==> src/sv/ict_pkg.sv <==
// Package with the payload types, status codes and cell operations of the interval cover tracker.
package ict_pkg;

   typedef struct packed {
      logic [31:0] range_first;
      logic [31:0] range_last;
   } req_type;

   typedef struct packed {
      logic [31:0] uncovered_count;
      logic [1:0]  status;
   } rsp_type;

   localparam logic [1:0] ST_OK   = 2'd0;
   localparam logic [1:0] ST_BAD  = 2'd1;
   localparam logic [1:0] ST_FULL = 2'd2;

   typedef enum logic [2:0] {
      OP_HOLD,
      OP_EVAL,
      OP_INSERT,
      OP_MERGE,
      OP_COMPACT
   } cell_op_type;

endpackage

==> src/sv/ict_cell.sv <==
// One table cell: holds a stored interval, classifies it against a range and moves it along the row.
module ict_cell #(
   parameter int PW = 32
) (
   input  logic                clock,
   input  logic                reset,
   input  ict_pkg::cell_op_type op,
   input  logic [PW-1:0]       lo,
   input  logic [PW-1:0]       hi,
   input  logic [PW-1:0]       new_start,
   input  logic [PW-1:0]       new_stop,
   input  logic                prev_valid,
   input  logic [PW-1:0]       prev_start,
   input  logic [PW-1:0]       prev_stop,
   input  logic                prev_bef,
   input  logic                prev_ovl,
   input  logic                next_valid,
   input  logic [PW-1:0]       next_start,
   input  logic [PW-1:0]       next_stop,
   input  logic                next_ovl,
   output logic                cell_valid,
   output logic [PW-1:0]       cell_start,
   output logic [PW-1:0]       cell_stop,
   output logic                cell_ovl,
   output logic                cell_bef
);
   import ict_pkg::*;

   logic          valid_ff, valid_in;
   logic [PW-1:0] start_ff, start_in;
   logic [PW-1:0] stop_ff, stop_in;
   logic          ovl_ff, ovl_in;
   logic          bef_ff, bef_in;
   logic          first;
   logic [PW:0]   start_x, stop_p1, lo_x, hi_p1;

   assign first   = ovl_ff & ~prev_ovl;
   assign start_x = {1'b0, start_ff};
   assign stop_p1 = {1'b0, stop_ff} + {{PW{1'b0}}, 1'b1};
   assign lo_x    = {1'b0, lo};
   assign hi_p1   = {1'b0, hi} + {{PW{1'b0}}, 1'b1};

   always_comb begin
      valid_in = valid_ff;
      start_in = start_ff;
      stop_in  = stop_ff;
      ovl_in   = ovl_ff;
      bef_in   = bef_ff;
      case (op)
         OP_EVAL: begin
            ovl_in = valid_ff & (start_x <= hi_p1) & (stop_p1 >= lo_x);
            bef_in = valid_ff & (stop_p1 < lo_x);
         end
         OP_INSERT: begin
            if (!bef_ff) begin
               if (prev_bef) begin
                  valid_in = 1'b1;
                  start_in = new_start;
                  stop_in  = new_stop;
               end else begin
                  valid_in = prev_valid;
                  start_in = prev_start;
                  stop_in  = prev_stop;
               end
               ovl_in = 1'b0;
            end
         end
         OP_MERGE: begin
            if (first) begin
               start_in = new_start;
               stop_in  = new_stop;
            end
         end
         OP_COMPACT: begin
            if (!prev_bef) begin
               valid_in = next_valid;
               start_in = next_start;
               stop_in  = next_stop;
               ovl_in   = next_ovl;
            end
         end
         default: begin
         end
      endcase
   end

   always_ff @(posedge clock) begin
      if (reset) begin
         valid_ff <= 1'b0;
         ovl_ff   <= 1'b0;
         bef_ff   <= 1'b0;
      end else begin
         valid_ff <= valid_in;
         ovl_ff   <= ovl_in;
         bef_ff   <= bef_in;
      end
      start_ff <= start_in;
      stop_ff  <= stop_in;
   end

   assign cell_valid = valid_ff;
   assign cell_start = start_ff;
   assign cell_stop  = stop_ff;
   assign cell_ovl   = ovl_ff;
   assign cell_bef   = bef_ff;

endmodule

==> config.mk <==
export PLATFORM = sky130hd
export DESIGN_NAME = ict_cell
export DESIGN_NICKNAME = d
export VERILOG_FILES = /design/src/sv/ict_pkg.sv /design/src/sv/ict_cell.sv
export SDC_FILE = /design/constraint.sdc
export NUM_CORES = 1
export LEC_CHECK = 0
export ABC_AREA = 1
export BUFFER_PORTS_ARGS = -buffer_cell sky130_fd_sc_hd__buf_2
export CORE_UTILIZATION = 40
export CTS_BUF_LIST = sky130_fd_sc_hd__clkbuf_8
export CTS_CLUSTER_SIZE = 30
export DETAILED_ROUTE_END_ITERATION = 10
export PLACE_DENSITY = 0.68
export SYNTH_ARGS = -nofsm -noshare
export SYNTH_HDL_FRONTEND = slang
export SYNTH_SLANG_ARGS = --single-unit
==> constraint.sdc <==
create_clock -name clock -period 8.4 [get_ports clock]
set_input_delay 0.42 -clock clock [delete_from_list [all_inputs] [get_ports clock]]
set_output_delay 0.42 -clock clock [all_outputs]
set_load 0.05 [all_outputs]
==> Word level (Yosys, flattened, before mapping) <==
Cells that the tools add are included.
{ "classes": {"n_addsub": 2, "mul": 0, "div": 0, "n_lt_le_gt_ge": 3, "eq_ne": 7, "shifts": 0, "mux": 17, "bitwise": 5, "n_reduce_logical": 6} }
{ "ops": {"columns": ["op", "count"], "rows": [
  ["32-bit 2-to-1 mux", 8],
  ["32-bit case mux with 3 select lines", 2],
  ["32-bit by 1-bit adder with 33-bit output, second input constant", 2],
  ["33-bit by 32-bit >= comparator with 1-bit output", 1],
  ["32-bit by 33-bit less-or-equal comparator with 1-bit output", 1],
  ["33-bit by 32-bit less-than comparator with 1-bit output", 1],
  ["3-bit by 2-bit == test with 1-bit output, second input constant", 2],
  ["2-bit != test, second input constant", 3],
  ["3-bit AND reduction", 2],
  ["3-bit nonzero test", 2],
  ["1-bit 2-to-1 mux", 5],
  ["1-bit bitwise AND", 4],
  ["4-bit AND reduction", 1],
  ["3-bit by 1-bit == test with 1-bit output, second input constant", 1],
  ["3-bit == test, second input constant", 1],
  ["1-bit case mux with 3 select lines", 1],
  ["1-bit case mux with 2 select lines", 1],
  ["2-bit nonzero test", 1],
  ["1-bit NOT", 1]
]} }
{ "word_totals": {"reg_bits": 67, "latchBits": 0, "ramBits": 0, "mem_bits_ro": 0, "in_bits": 266, "output_inout_bits": 67, "wordCells": 45, "mem_count": 0} }

==> Depth between registers and ports, before layout <==
{ "depth": {"ltp_word": 5, "depth_mapped": 22, "mapped_depth_nobuf": 22} }

==> Least setup slack after synthesis <==
No wires, ideal clock.
{ "synth_path": {"path_type": "input to register", "from": "in prev_bef", "to": "reg start_ff[0] (netlist: cell_start[0]) (enable)", "setup_time_ns": 0.582, "arrival_ns": 5.812, "required_ns": 7.818, "slack_ns": 2.007, "cell_stages": 5, "n_path_buf": 2, "path_cell_list": "inv_2 buf_2 buf_1 o22ai_1 a211oi_1"} }
{ "synth_via": {"elab_chain_len": 2} }
{ "synth_rtl": {"columns": ["item", "line", "source"], "rows": [
  ["start, declared", "ict_cell.sv:15", "input logic prev_bef,"],
  ["2-bit != test (no line)", null, null],
  ["4-bit AND reduction (no line)", null, null],
  ["end signal, assigned", "ict_cell.sv:97", "start_ff <= start_in;"],
  ["end, declared", "ict_cell.sv:30", "logic [PW-1:0] start_ff, start_in;"]
]} }
No other way between the ends.
A chain may end at the register's enable or synchronous reset.

==> Worst setup path in the final report <==
{ "layout_path": {"from": "reg stop_ff[0] (netlist: cell_stop[0])", "to": "reg ovl_ff (netlist: cell_ovl)"} }
{ "layout_via": {"elab_chain_len": 4} }
{ "layout_rtl": {"columns": ["item", "line", "source"], "rows": [
  ["start, declared", "ict_cell.sv:31", "logic [PW-1:0] stop_ff, stop_in;"],
  ["start signal, assigned", "ict_cell.sv:98", "stop_ff <= stop_in;"],
  ["32-bit by 1-bit adder with 33-bit output", "ict_cell.sv:39", "assign stop_p1 = {1'b0, stop_ff} + {{PW{1'b0}}, 1'b1};"],
  ["33-bit by 32-bit >= comparator with 1-bit output", "ict_cell.sv:51", "ovl_in = valid_ff & (start_x <= hi_p1) & (stop_p1 >= lo_x);"],
  ["1-bit bitwise AND", "ict_cell.sv:51", null],
  ["1-bit case mux with 3 select lines", "ict_cell.sv:49", "case (op)"],
  ["end signal, assigned", "ict_cell.sv:94", "ovl_ff <= ovl_in;"],
  ["end, declared", "ict_cell.sv:32", "logic ovl_ff, ovl_in;"]
]} }
No other way between the ends.

==> results.sh <==
export IMPL_outcome="completed"
export IMPL_worstHoldStart="reset"
export IMPL_max_slew_worst_pin_slew_ns=0.754
export IMPL_track_usage_pct=26.1
export IMPL_power_leakage_nw=4.83
export IMPL_final_hold_viol_count=0
export IMPL_p_per_area_mw_per_mm2=128
export IMPL_ys_types=38
export IMPL_clkSinkCount=67
export IMPL_vias=7873
export IMPL_ir_worst_vdd_v=0.0000646
export IMPL_wl_per_cell_um=15.2
export IMPL_finalPower_mw=1.19
export IMPL_drt_iter0_drc=365
export IMPL_cts_htree_levels=3
export IMPL_hold_end="cell_bef"
export IMPL_relSlewSlack_pct=49.5
export IMPL_rrSetupSlack_ns=5.10
export IMPL_cts_repair_resized=0
export IMPL_drc=0
export IMPL_final_cell_mix="332 x buf_2, 330 x nand2_1, 161 x inv_1"
export IMPL_grt_pass1_vias=7190
export IMPL_fmax_mhz=303
export IMPL_cts_buffers=9
export IMPL_ys_seq_area_share_pct=27.5
export IMPL_gp_congestion=0.935
export IMPL_grt_pass1_wl_mm=36.5
export IMPL_rr_worst_depth=21
export IMPL_initial_core_util_pct=41.4
export IMPL_clock_skew_ns=0.00857
export IMPL_reg2reg_from="cell_stop[0]"
export IMPL_critPathKind="flip-flop to flip-flop"
export IMPL_nets=1689
export IMPL_cts_hold_buffers=0
export IMPL_fin_crit_ns=3.30
export IMPL_synthToLayoutAreaGrowth_pct=29.1
export IMPL_postCtsSetupRepairBufs=0
export IMPL_setup_tns_final_ns=0
export IMPL_setup_viol=0
export IMPL_design_die_area_mm2=0.0186
export IMPL_syn_area_per_cell_um2=6.90
export IMPL_overflow=0
export IMPL_layout_commonest_cell="buf_2"
export IMPL_hold_class="primary input to flip-flop"
export IMPL_clk_pin_slew_ns=0.08
export IMPL_fp_dieW_um=136
export IMPL_cp_cell_sequence="ha_1, nand2_1, nor2_2, nand2_2, inv_1, nand2_1, inv_2, nand3_1, nor2_1, xor2_1, ha_1, nand2_1, nor2_1, nand4_1, nor3b_1, nand3_1, nand3_1, nand2_1, inv_1, nand2_1, a21oi_1"
export IMPL_port_buffer_count=332
export IMPL_fin_crit_sh_pct=39.2
export IMPL_crit_slowest_cell="edfxtp_1"
export IMPL_cts_tree="built"
export IMPL_r2r_end="cell_ovl"
export IMPL_fp_coreArea_mm2=0.0174
export IMPL_via_per_inst=4.95
export IMPL_antenna_found_initial=3
export IMPL_ys_seq_elements=67
export IMPL_worstPathBufferInverterCount=3
export IMPL_holdPathStages=2
export IMPL_cts_root_buf="clkbuf_8"
export IMPL_drv_slew=0
export IMPL_rsz0062_at_grt="no"
export IMPL_wl_mm=24.2
export IMPL_detail_route_antenna_nets=0
export IMPL_regArea_mm2=0.00198
export IMPL_synthesis_area_mm2=0.00720
export IMPL_drive_gt1_share_pct=29.1
export IMPL_place_hpwl_mm=20.1
export IMPL_startpoint_type="flip-flop"
export IMPL_syn_inst=1044
export IMPL_critPathCaptureType="flip-flop"
export IMPL_placementRows=48
export IMPL_syn_nets=1376
export IMPL_dieHeight_um=136
export IMPL_grt_max_degree=90
export IMPL_multi_input_area_mm2=0.00447
export IMPL_crit_top_cell="nand2_1"
export IMPL_ys_warn_count=0
export IMPL_arrival_ns=3.59
export IMPL_worst_path_largest_cell_delay_ns=0.53
export IMPL_drtPass1Iterations=5
export IMPL_cp_top_family="simple AND/OR/NAND/NOR gates"
export IMPL_pin_count=333
export IMPL_num_fill_cells=1756
export IMPL_cp_num_cells=21
export IMPL_crit_fanout=5
export IMPL_crit_required_ns=8.69
export IMPL_clk_latency_ns=0.35
export IMPL_maxCapViolations=0
export IMPL_clock_path_buffers=2
cell families after synthesis:
family / count (synthesis) / share of synthesized area [%]
xor+xnor: 59 / 7.17
fa+ha+maj: 66 / 11.5
buf+inv: 206 / 10.8
flops: 67 / 27.5
compound gates: 178 / 14.8
simple gates: 468 / 28.3
report_power, final:
| part | total [mW] | internal (mW) | switching, mW | leakage, nW |
|---|---|---|---|---|
| Clock | 0.306 | 0.167 | 0.139 | 0.107 |
| Combinational | 0.439 | 0.153 | 0.286 | 4.09 |
| Sequential | 0.444 | 0.407 | 0.0376 | 0.634 |
stage by stage:
step                worst slack [ns]  utilization (%)  cells  hold WS [ns]  cell area (µm²)
finish                          5.10             53.4   1590         0.232             9300
CTS                             5.15             53.4   1587         0.210             9300
global placement                4.81             52.1   1571         0.536             9080
global route                    4.79             53.4   1589         0.225             9300
detailed placement              4.76             52.1   1571         0.532             9080
floorplan                       2.01                -   1044         0.489             7200
sequential cells by signal (all words and copies together), names as in the netlist:
name,count
cell_start,32
cell_valid,1
cell_bef,1
cell_stop,32
cell_ovl,1
synth_stat cells:
cell type    n  share of area (%)
ha_1        66                 11
inv_2       10               0.52
buf_1        4               0.21
nand2_1    330                 17
nor2_1      48                2.5
nand3b_1     3               0.31
nand2_2      2               0.17
o211ai_1    64                6.7
dfxtp_1      3               0.83
nor3_1      15                1.0
o21ai_0     76                5.3
edfxtp_1    64                 27
nor3_2       4               0.56
nor4_2       1               0.17
or2_4        1               0.12
nor3_4       1               0.23
nor2_2      10               0.87
xnor2_1     22                2.7
a31oi_1      2               0.17
nand4_1     10               0.87
a211oi_1     2               0.21
nor2_4       5               0.78
nand3_1     25                1.7
nand3_2      4               0.56
o22ai_1      1              0.087
a21oi_1     30                2.1
nand3b_4     1               0.28
inv_1      161                8.4
o21a_1       1               0.10
nor3b_1      1               0.10
and3_1       2               0.17
clkbuf_1    29                1.5
buf_2        2               0.14
a21o_1       2               0.21
xor2_1      37                4.5
or2_2        1              0.087
nand4_2      2               0.35
nor4_1       2               0.17
final cells by class:
| type | instances | area share [%] |
|---|---|---|
| sequential | 67 | 21.3 |
| antenna | 3 | 0.0807 |
| clock buffer | 9 | 1.33 |
| inverter | 171 | 6.91 |
| tap | 225 | 3.03 |
| timing repair buffer | 337 | 18.3 |
| clock inverter | 7 | 0.995 |
| multi-input combinational | 771 | 48.1 |
worst reg2reg max path, cell delays in order (launching register included):
cell	delay, ns
edfxtp_1	0.53
ha_1	0.25
nand2_1	0.08
nor2_2	0.20
nand2_2	0.15
inv_1	0.08
nand2_1	0.11
inv_2	0.08
nand3_1	0.11
nor2_1	0.15
xor2_1	0.08
ha_1	0.29
nand2_1	0.05
nor2_1	0.17
nand4_1	0.16
nor3b_1	0.23
nand3_1	0.11
nand3_1	0.12
nand2_1	0.06
inv_1	0.05
nand2_1	0.05
a21oi_1	0.11
worst max path at each step:
| stage | startpoint | slack (ns) | end |
|---|---|---|---|
| 2_1_floorplan | prev_bef | 2.01 | cell_start[0] |
| 3_3_place_gp | op[1] | 4.81 | cell_stop[16] |
| 3_5_place_dp | op[1] | 4.76 | cell_start[15] |
| 4_1_cts | cell_stop[0] | 5.15 | cell_ovl |
| 5_1_grt | cell_stop[0] | 4.79 | cell_ovl |
| 6_report | cell_stop[0] | 5.10 | cell_ovl |
routing by layer:
metal	GRT usage (%)	vias to the layer above	share of wire, %	wire (µm)
met3	3.47	36	6.5	1570
met4	10.1	0	2.6	625
met2	42.2	323	45	10800
li1	-	4048	-	-
met5	0	-	0	0
met1	35.1	3466	46	11200
(Power assumes the default switching activity.)
